File: src/hdl/crsd_pkg.sv
`timescale 1ns / 1ps
// crsd_pkg: shared types and constants of the CAN request stream deframer.
// Used by every module of the block; depends on nothing.

package crsd_pkg;

    localparam int BYTE_W     = 8;
    localparam int ID_W       = 29;
    localparam int STD_ID_W   = 11;
    localparam int CNT_W      = 4;
    localparam int LANE_W     = 3;
    localparam int PAYLOAD_W  = 64;
    localparam int MAX_DATA   = 8;
    localparam int MIN_LENGTH = 4;
    localparam int MAX_LENGTH = 14;
    localparam int HDR_BYTES  = 2;
    localparam int STD_ID_BYTES = 2;
    localparam int EXT_ID_BYTES = 4;
    localparam logic [BYTE_W-1:0] TYPE_BAD_MASK = 8'hF9;

    localparam int CQ_DEPTH = 4;
    localparam int CQ_PTR_W = $clog2(CQ_DEPTH);
    localparam int CQ_CNT_W = $clog2(CQ_DEPTH + 1);

    typedef enum logic [1:0] {
        OP_START,
        OP_ID,
        OP_DATA,
        OP_ERROR
    } t_op;

    // One decoded step for the back end.
    typedef struct packed {
        t_op               op;
        logic [BYTE_W-1:0] data;
        logic              last;
        logic [LANE_W-1:0] lane;
        logic              extended;
        logic              remote;
        logic [CNT_W-1:0]  count;
    } t_cmd;

endpackage

File: src/hdl/crsd_front.sv
`timescale 1ns / 1ps
// crsd_front: byte classifier. Tracks record framing and turns each type,
// identifier and data byte, or error, into a back-end command. Depends on crsd_pkg.

module crsd_front (
    input  logic                         i_clk,
    input  logic                         i_rst_n,
    input  logic                         i_accept,
    input  logic [crsd_pkg::BYTE_W-1:0]  i_data_byte,
    output logic                         o_cmd_valid,
    output crsd_pkg::t_cmd               o_cmd
);

    typedef enum logic [1:0] {
        PH_LENGTH,
        PH_TYPE,
        PH_BODY
    } t_phase;

    t_phase                         r_phase, n_phase;
    logic [crsd_pkg::CNT_W-1:0]     r_bytes_left, n_bytes_left;
    logic [crsd_pkg::CNT_W-1:0]     r_data_count, n_data_count;
    logic                           r_halted, n_halted;

    logic [crsd_pkg::CNT_W-1:0]     id_bytes;
    logic [crsd_pkg::CNT_W-1:0]     diff;
    logic [crsd_pkg::CNT_W-1:0]     lane_full;
    logic                           type_err;

    always_comb begin
        id_bytes  = i_data_byte[2] ? crsd_pkg::CNT_W'(crsd_pkg::EXT_ID_BYTES)
                                   : crsd_pkg::CNT_W'(crsd_pkg::STD_ID_BYTES);
        diff      = r_bytes_left - id_bytes;
        lane_full = r_data_count - r_bytes_left;
        type_err  = ((i_data_byte & crsd_pkg::TYPE_BAD_MASK) != '0)
                 || (r_bytes_left < id_bytes)
                 || (diff > crsd_pkg::CNT_W'(crsd_pkg::MAX_DATA))
                 || (i_data_byte[1] && (diff != '0));
    end

    always_comb begin
        n_phase        = r_phase;
        n_bytes_left   = r_bytes_left;
        n_data_count   = r_data_count;
        n_halted       = r_halted;
        o_cmd_valid    = 1'b0;
        o_cmd.op       = crsd_pkg::OP_ERROR;
        o_cmd.data     = i_data_byte;
        o_cmd.last     = (r_bytes_left == crsd_pkg::CNT_W'(1));
        o_cmd.lane     = lane_full[crsd_pkg::LANE_W-1:0];
        o_cmd.extended = i_data_byte[2];
        o_cmd.remote   = i_data_byte[1];
        o_cmd.count    = diff;
        if (i_accept && !r_halted) begin
            unique case (r_phase)
                PH_TYPE: begin
                    o_cmd_valid = 1'b1;
                    if (type_err) begin
                        o_cmd.op = crsd_pkg::OP_ERROR;
                        n_halted = 1'b1;
                        n_phase  = PH_LENGTH;
                    end else begin
                        o_cmd.op     = crsd_pkg::OP_START;
                        n_data_count = diff;
                        n_phase      = PH_BODY;
                    end
                end
                PH_BODY: begin
                    o_cmd_valid  = 1'b1;
                    o_cmd.op     = (r_bytes_left > r_data_count) ? crsd_pkg::OP_ID
                                                                 : crsd_pkg::OP_DATA;
                    n_bytes_left = r_bytes_left - crsd_pkg::CNT_W'(1);
                    if (r_bytes_left == crsd_pkg::CNT_W'(1)) begin
                        n_phase = PH_LENGTH;
                    end
                end
                default: begin
                    if ((i_data_byte < crsd_pkg::BYTE_W'(crsd_pkg::MIN_LENGTH))
                        || (i_data_byte > crsd_pkg::BYTE_W'(crsd_pkg::MAX_LENGTH))) begin
                        o_cmd_valid = 1'b1;
                        o_cmd.op    = crsd_pkg::OP_ERROR;
                        n_halted    = 1'b1;
                        n_phase     = PH_LENGTH;
                    end else begin
                        n_bytes_left = crsd_pkg::CNT_W'(i_data_byte
                                       - crsd_pkg::BYTE_W'(crsd_pkg::HDR_BYTES));
                        n_phase      = PH_TYPE;
                    end
                end
            endcase
        end
    end

    always_ff @(posedge i_clk) begin
        if (!i_rst_n) begin
            r_phase      <= PH_LENGTH;
            r_bytes_left <= '0;
            r_data_count <= '0;
            r_halted     <= 1'b0;
        end else begin
            r_phase      <= n_phase;
            r_bytes_left <= n_bytes_left;
            r_data_count <= n_data_count;
            r_halted     <= n_halted;
        end
    end

    a_error_halts: assert property (@(posedge i_clk) disable iff (!i_rst_n)
        (o_cmd_valid && o_cmd.op == crsd_pkg::OP_ERROR) |=> r_halted)
        else $error("error command without halt");

    a_halt_sticks: assert property (@(posedge i_clk) disable iff (!i_rst_n)
        r_halted |=> r_halted && !o_cmd_valid)
        else $error("halted stream produced a command");

    a_body_nonzero: assert property (@(posedge i_clk) disable iff (!i_rst_n)
        (r_phase == PH_BODY) |-> (r_bytes_left != '0))
        else $error("body phase with no bytes left");

endmodule

File: src/hdl/crsd_cmd_fifo.sv
`timescale 1ns / 1ps
// crsd_cmd_fifo: short command queue between classifier and assembler.
// Depends on crsd_pkg.

module crsd_cmd_fifo (
    input  logic            i_clk,
    input  logic            i_rst_n,
    input  logic            i_wr,
    input  crsd_pkg::t_cmd  i_wr_cmd,
    output logic            o_full,
    input  logic            i_rd,
    output logic            o_valid,
    output crsd_pkg::t_cmd  o_rd_cmd
);

    crsd_pkg::t_cmd                  r_mem [crsd_pkg::CQ_DEPTH];
    logic [crsd_pkg::CQ_PTR_W-1:0]   r_wr_ptr, r_rd_ptr;
    logic [crsd_pkg::CQ_CNT_W-1:0]   r_count;
    logic                            wr_ok, rd_ok;

    assign o_full   = (r_count == crsd_pkg::CQ_CNT_W'(crsd_pkg::CQ_DEPTH));
    assign o_valid  = (r_count != '0);
    assign o_rd_cmd = r_mem[r_rd_ptr];
    assign wr_ok    = i_wr && !o_full;
    assign rd_ok    = i_rd && o_valid;

    always_ff @(posedge i_clk) begin
        if (wr_ok) begin
            r_mem[r_wr_ptr] <= i_wr_cmd;
        end
    end

    always_ff @(posedge i_clk) begin
        if (!i_rst_n) begin
            r_wr_ptr <= '0;
            r_rd_ptr <= '0;
            r_count  <= '0;
        end else begin
            if (wr_ok) begin
                r_wr_ptr <= r_wr_ptr + crsd_pkg::CQ_PTR_W'(1);
            end
            if (rd_ok) begin
                r_rd_ptr <= r_rd_ptr + crsd_pkg::CQ_PTR_W'(1);
            end
            r_count <= r_count + crsd_pkg::CQ_CNT_W'(wr_ok) - crsd_pkg::CQ_CNT_W'(rd_ok);
        end
    end

    a_count_bound: assert property (@(posedge i_clk) disable iff (!i_rst_n)
        r_count <= crsd_pkg::CQ_CNT_W'(crsd_pkg::CQ_DEPTH))
        else $error("queue count overflow");

    a_ptr_track: assert property (@(posedge i_clk) disable iff (!i_rst_n)
        (r_count == '0 || o_full) |-> (r_wr_ptr == r_rd_ptr))
        else $error("queue pointers out of step");

    a_count_step: assert property (@(posedge i_clk) disable iff (!i_rst_n)
        (wr_ok && !rd_ok) |=> (r_count == $past(r_count) + crsd_pkg::CQ_CNT_W'(1)))
        else $error("queue count missed a write");

endmodule

File: src/hdl/crsd_back.sv
`timescale 1ns / 1ps
// crsd_back: frame assembler. Gathers identifier and data bytes from the
// command queue and holds the finished result item. Depends on crsd_pkg.

module crsd_back (
    input  logic                              i_clk,
    input  logic                              i_rst_n,
    input  logic                              i_cmd_valid,
    input  crsd_pkg::t_cmd                    i_cmd,
    output logic                              o_cmd_take,
    output logic                              o_out_valid,
    input  logic                              i_out_take,
    output logic                              o_status,
    output logic                              o_extended_id,
    output logic                              o_remote_request,
    output logic [crsd_pkg::ID_W-1:0]         o_identifier,
    output logic [crsd_pkg::CNT_W-1:0]        o_data_length,
    output logic [crsd_pkg::PAYLOAD_W-1:0]    o_payload
);

    logic                              r_out_valid;
    logic                              r_status;
    logic                              r_extended_id;
    logic                              r_remote_request;
    logic [crsd_pkg::ID_W-1:0]         r_identifier;
    logic [crsd_pkg::CNT_W-1:0]        r_data_length;
    logic [crsd_pkg::PAYLOAD_W-1:0]    r_payload;

    logic                              r_ext, r_rtr;
    logic [crsd_pkg::CNT_W-1:0]        r_count;
    logic [crsd_pkg::ID_W-1:0]         r_id, n_id;
    logic [crsd_pkg::PAYLOAD_W-1:0]    r_data, n_data;

    logic produces, slot_free, pop_ok;

    assign pop_ok     = i_out_take && r_out_valid;
    assign slot_free  = !r_out_valid || i_out_take;
    assign produces   = (i_cmd.op == crsd_pkg::OP_ERROR)
                     || (((i_cmd.op == crsd_pkg::OP_ID) || (i_cmd.op == crsd_pkg::OP_DATA))
                         && i_cmd.last);
    assign o_cmd_take = i_cmd_valid && (!produces || slot_free);

    always_comb begin
        n_id   = r_id;
        n_data = r_data;
        if (i_cmd.op == crsd_pkg::OP_ID) begin
            n_id = {r_id[crsd_pkg::ID_W-crsd_pkg::BYTE_W-1:0], i_cmd.data};
        end
        if (i_cmd.op == crsd_pkg::OP_DATA) begin
            n_data[i_cmd.lane*crsd_pkg::BYTE_W +: crsd_pkg::BYTE_W] = i_cmd.data;
        end
    end

    always_ff @(posedge i_clk) begin
        if (o_cmd_take) begin
            unique case (i_cmd.op)
                crsd_pkg::OP_START: begin
                    r_ext   <= i_cmd.extended;
                    r_rtr   <= i_cmd.remote;
                    r_count <= i_cmd.count;
                    r_id    <= '0;
                    r_data  <= '0;
                end
                crsd_pkg::OP_ID:   r_id   <= n_id;
                crsd_pkg::OP_DATA: r_data <= n_data;
                crsd_pkg::OP_ERROR: begin
                end
            endcase
        end
        if (o_cmd_take && produces) begin
            if (i_cmd.op == crsd_pkg::OP_ERROR) begin
                r_status         <= 1'b1;
                r_extended_id    <= 1'b0;
                r_remote_request <= 1'b0;
                r_identifier     <= '0;
                r_data_length    <= '0;
                r_payload        <= '0;
            end else begin
                r_status         <= 1'b0;
                r_extended_id    <= r_ext;
                r_remote_request <= r_rtr;
                r_identifier     <= r_ext ? n_id
                                          : {{(crsd_pkg::ID_W-crsd_pkg::STD_ID_W){1'b0}},
                                             n_id[crsd_pkg::STD_ID_W-1:0]};
                r_data_length    <= r_count;
                r_payload        <= n_data;
            end
        end
    end

    always_ff @(posedge i_clk) begin
        if (!i_rst_n) begin
            r_out_valid <= 1'b0;
        end else if (o_cmd_take && produces) begin
            r_out_valid <= 1'b1;
        end else if (pop_ok) begin
            r_out_valid <= 1'b0;
        end
    end

    assign o_out_valid      = r_out_valid;
    assign o_status         = r_status;
    assign o_extended_id    = r_extended_id;
    assign o_remote_request = r_remote_request;
    assign o_identifier     = r_identifier;
    assign o_data_length    = r_data_length;
    assign o_payload        = r_payload;

    a_error_clean: assert property (@(posedge i_clk) disable iff (!i_rst_n)
        (r_out_valid && r_status) |-> (r_payload == '0 && r_identifier == '0
                                       && r_data_length == '0 && !r_extended_id
                                       && !r_remote_request))
        else $error("error item carries frame fields");

    a_no_overwrite: assert property (@(posedge i_clk) disable iff (!i_rst_n)
        (r_out_valid && !i_out_take) |-> !(o_cmd_take && produces))
        else $error("result overwritten before taken");

    a_length_range: assert property (@(posedge i_clk) disable iff (!i_rst_n)
        (r_out_valid && !r_status) |->
            (r_data_length <= crsd_pkg::CNT_W'(crsd_pkg::MAX_DATA)))
        else $error("frame data length out of range");

endmodule

File: src/hdl/can_request_stream_deframer_unit.sv
`timescale 1ns / 1ps
// can_request_stream_deframer_unit: top level of the CAN request deframer.
// Depends on crsd_pkg, crsd_front, crsd_cmd_fifo and crsd_back.

// One byte of the host request stream is accepted every clock cycle while
// full is low. The classifier decides framing and errors in the cycle the
// byte is accepted and writes a command for every type, identifier and data
// byte into a four-entry queue; the assembler consumes one command per cycle
// unless an unpopped result holds it, and loads a one-entry result register,
// so the result of a frame is registered there once the command of its last
// byte is taken, which waits while an unpopped result holds the assembler.
// Bytes stall only when the queue fills because results are not being
// popped. The first protocol error yields one item with status 1 and zeroed
// fields; afterwards bytes are accepted and dropped until reset.

module can_request_stream_deframer_unit (
    input  logic                              i_clk,
    input  logic                              i_rst_n,
    input  logic                              push,
    output logic                              full,
    input  logic [crsd_pkg::BYTE_W-1:0]       i_data_byte,
    output logic                              empty,
    input  logic                              pop,
    output logic                              o_status,
    output logic                              o_extended_id,
    output logic                              o_remote_request,
    output logic [crsd_pkg::ID_W-1:0]         o_identifier,
    output logic [crsd_pkg::CNT_W-1:0]        o_data_length,
    output logic [crsd_pkg::PAYLOAD_W-1:0]    o_payload
);

    logic           q_full, q_valid, q_take;
    logic           f_cmd_valid;
    crsd_pkg::t_cmd f_cmd, q_cmd;
    logic           out_valid;

    assign full  = q_full;
    assign empty = !out_valid;

    crsd_front u_front (
        .i_clk       (i_clk),
        .i_rst_n     (i_rst_n),
        .i_accept    (push && !q_full),
        .i_data_byte (i_data_byte),
        .o_cmd_valid (f_cmd_valid),
        .o_cmd       (f_cmd)
    );

    crsd_cmd_fifo u_queue (
        .i_clk    (i_clk),
        .i_rst_n  (i_rst_n),
        .i_wr     (f_cmd_valid),
        .i_wr_cmd (f_cmd),
        .o_full   (q_full),
        .i_rd     (q_take),
        .o_valid  (q_valid),
        .o_rd_cmd (q_cmd)
    );

    crsd_back u_back (
        .i_clk            (i_clk),
        .i_rst_n          (i_rst_n),
        .i_cmd_valid      (q_valid),
        .i_cmd            (q_cmd),
        .o_cmd_take       (q_take),
        .o_out_valid      (out_valid),
        .i_out_take       (pop),
        .o_status         (o_status),
        .o_extended_id    (o_extended_id),
        .o_remote_request (o_remote_request),
        .o_identifier     (o_identifier),
        .o_data_length    (o_data_length),
        .o_payload        (o_payload)
    );

endmodule

File: config.mk
export PLATFORM = sky130hd
export DESIGN_NAME = can_request_stream_deframer_unit
export DESIGN_NICKNAME = d
export VERILOG_FILES = /design/src/hdl/crsd_pkg.sv /design/src/hdl/crsd_front.sv /design/src/hdl/crsd_cmd_fifo.sv /design/src/hdl/crsd_back.sv /design/src/hdl/can_request_stream_deframer_unit.sv
export SDC_FILE = /design/constraint.sdc
export NUM_CORES = 1
export LEC_CHECK = 0
export ABC_AREA = 1
export BUFFER_PORTS_ARGS = -buffer_cell sky130_fd_sc_hd__buf_2
export CORE_UTILIZATION = 50
export DETAILED_ROUTE_END_ITERATION = 10
export PLACE_DENSITY = 0.7
export SLEW_MARGIN = 10
export SYNTH_ARGS = -nofsm -noshare
export SYNTH_HDL_FRONTEND = slang
export SYNTH_HIERARCHICAL = 1
export SYNTH_SLANG_ARGS = --single-unit
File: constraint.sdc
create_clock -name i_clk -period 13.8 [get_ports i_clk]
set_input_delay 2.07 -clock i_clk [delete_from_list [all_inputs] [get_ports i_clk]]
set_output_delay 2.07 -clock i_clk [all_outputs]
set_load 0.01 [all_outputs]
==> results by group <==
Yosys
  • Yosys top cell area share: 0.604
  • Unique masters post-synth: 32
  • Syn avg cell area: 10.2 sq um
  • Top cells by area, synth: edfxtp_1, nand2_1, inv_1, a21oi_1, nand3_1
  • YS warnings: 6
  • Flops & latches, synth: 300
  • Mapped Cells: approximately 1,400
  • Sequential area share after synthesis: 0.635
  • Synthesized area: 0.0139 sq mm
  • Post-synth top area cell: edfxtp_1
  • Syn_nets: about 1,400

GRT
  • Met2 usage: 0.324
  • GRT Max-Usage Layer: met2
  • GR Util met3: 0.0395
  • First-pass GRT wire length: about 46 mm
  • Vias in the first global route: approximately 8,800
  • Tot GR Track Use: 0.206
  • Largest net degree at the start of global routing: between 80 and 90
  • Met1 GRT Util: 0.296
  • Grt ovf: 0
  • Initial antenna violation count: 0

Finish
  • Most frequent cells in the layout: edfxtp_1, nand2_1, inv_1
  • Area taken by multi-input logic gates: about 0.0041 sq mm
  • Share of cells above drive strength 1: 0.146
  • Most common cell after layout, fill and taps aside: edfxtp_1
  • Layout fillers: between 2,000 and 2,500
  • Final nets: ~1,500
  • Fin cells: approximately 1,800
  • Register area: 0.00880 sq mm
  • Diode count: 0
  • Area Growth Syn to Fin: 13.0%

Power and ir drop
  • Maximum VDD drop: around 0.14 mV
  • Total Power: about 3.8 mW
  • Comb power frac: 0.379
  • Internal Power: between 2 and 2.5 mW
  • Sequential Power Share: 0.408
  • Psw: 1.49 mW
  • Switching Share: 0.396
  • P per Cell Area: around 240 mW/mm^2
  • Clock network power share: 0.213
  • Leakage power total: around 6.5 nW

Run
  • Maxcap violations: 0

STA
  • RSZ-0062 raised after global routing: false
  • Final Cycle Share: 0.366
  • Period minus WS final: around 5.1 ns
  • Peak Freq: 0.198 GHz
  • TNS Setup: 0 ns
  • Worst-Margin Slew: 1.11 ns
  • Slew margin rel.: 0.258
  • # setup viols final: 0
  • Fin. Hold Viols: 0
  • WHS: 0.471 ns
  • Final Max Tran Viols: 0
  • Clk_skew: 0.0179 ns

Critical path
  • CP Launch Type: flip-flop
  • Critical path arrival: 5.33 ns
  • CP Capture Type: flip-flop
  • Worst Path Required: about 14 ns
  • Worst-path maximum fanout: between 40 and 50
  • Crit Path Category: flip-flop to flip-flop

Floorplan
  • Cell Rows: 60
  • Die width: between 150 and 200 um
  • Core box area: ~0.027 sq mm
  • Die area: ~0.028 sq mm
  • Initial core utilization: 0.511
  • I/O Pins: around 110
  • Die height: 168 um

Detailed routing
  • DR iter-0 viols: 919
  • Avg WL per Cell: ~16 um
  • Via/cell ratio: 5.23
  • Detail Route Antenna Nets: 0
  • First-pass detailed-route iteration total: 6
  • Residual DRC: 0
  • DRT Wirelength: about 30 mm
  • Via count: approximately 9,600

Clocking
  • Worst-Skew Late Latency: between 0.5 and 0.6 ns
  • Clk pin slew, worst setup/hold paths: 0.06 ns
  • Clock Sinks: 300
  • Cts repair resizes: 0
  • CTS Buf Count: 30
  • Max Buffers Root-to-Sink: 3
  • Post-CTS Setup Inserts: 0
  • Clk root buf: clkbuf_16
  • CTS Hold Buffers Added: 0
  • CTS tree: yes
  • H-Tree Depth: 1

Place
  • Routability Congestion: between 0.8 and 0.9
  • DP Cell Count: 1,788
  • Port Buffers: ~110
  • Dpl hpwl: 19.3 mm

Outcome
  • Status: finished, final reports clean

Hold path
  • Hold Path Class: flip-flop to flip-flop
[flip-flops by register name, indices dropped and copies added (netlist names), 3 cells and up, named ones only]
register,flops
u_front/r_bytes_left,4
u_queue/r_mem,80
u_back/r_count,4
u_back/r_data,64
u_back/o_payload,64
u_queue/r_count,3
u_back/o_data_length,4
u_back/r_id,29
u_back/o_identifier,29
u_front/r_data_count,4
[cell families after synthesis]
family,share of synthesized area
compound gates,0.0807
xor+xnor,0.00126
fa+ha+maj,0.0314
buf+inv,0.0724
flops,0.635
simple gates,0.179
[critical path, stage by stage, from the launching register on]
cell,delay (ns)
dfxtp_1,0.29
buf_4,0.25
inv_2,0.55
nor2_1,0.11
o22ai_2,0.78
inv_2,0.25
ha_1,0.31
ha_1,0.55
inv_1,0.62
nand2_1,0.14
nor2_2,0.35
nand3_1,0.28
nand2_1,0.15
a21oi_1,0.09
[synthesized netlist by cell type, drive strengths merged]
library cell  count
nand2           276
o21ai            76
a21oi           118
dfxtp            21
fa                3
nand3b            1
clkinv            2
edfxtp          279
a21boi            3
clkbuf           32
o22ai            20
inv             171
nor3             13
nand4            30
buf              36
ha               30
xor2              2
nand3           103
nor2            140
[metal layers]
metal | vias up | wire, um
met2 | 319 | 13500
met5 | - | 0
li1 | 4776 | -
met3 | 57 | 2150
met4 | 0 | 575
met1 | 4489 | 13300
[per-stage QoR]
step / setup WS, ns / util / instance area, sq um
2_1_floorplan: 7.91 / - / 13900
3_3_place_gp: 9.06 / 0.542 / 14700
3_5_place_dp: 8.87 / 0.542 / 14700
4_1_cts: 8.87 / 0.578 / 15700
5_1_grt: 8.29 / 0.578 / 15700
6_report: 8.74 / 0.578 / 15700
[power groups by stage]
stage / Combinational, mW / Clock (mW) / Sequential [mW]
2_1_floorplan: 0.880 / 0 / 1.65
3_3_place_gp: 1.39 / 0 / 1.55
3_5_place_dp: 1.42 / 0 / 1.55
4_1_cts: 1.43 / 0.817 / 1.54
5_1_grt: 1.58 / 0.849 / 1.57
6_report: 1.43 / 0.804 / 1.54
[final timing paths]
kind	startpoint	to	slack [ns]	cells past startpoint
hold reg to reg	u_front/r_halted	u_front/r_halted	0.47	2
setup reg to reg	flip-flop	u_back/o_payload[4]	8.74	13
hold / removal	u_front/r_halted	u_front/r_halted	0.47	2
setup / recovery	flip-flop	u_back/o_payload[4]	8.74	13
[layout make-up]
cell class	count	area share
multi-input cells	815	0.261
inverters	173	0.0419
well taps	372	0.0297
clock inverters	23	0.0141
flip-flops and latches	300	0.562
repair buffers	128	0.0433
clock buffers	33	0.0486
Note: power is estimated with default switching activity, not from simulation.
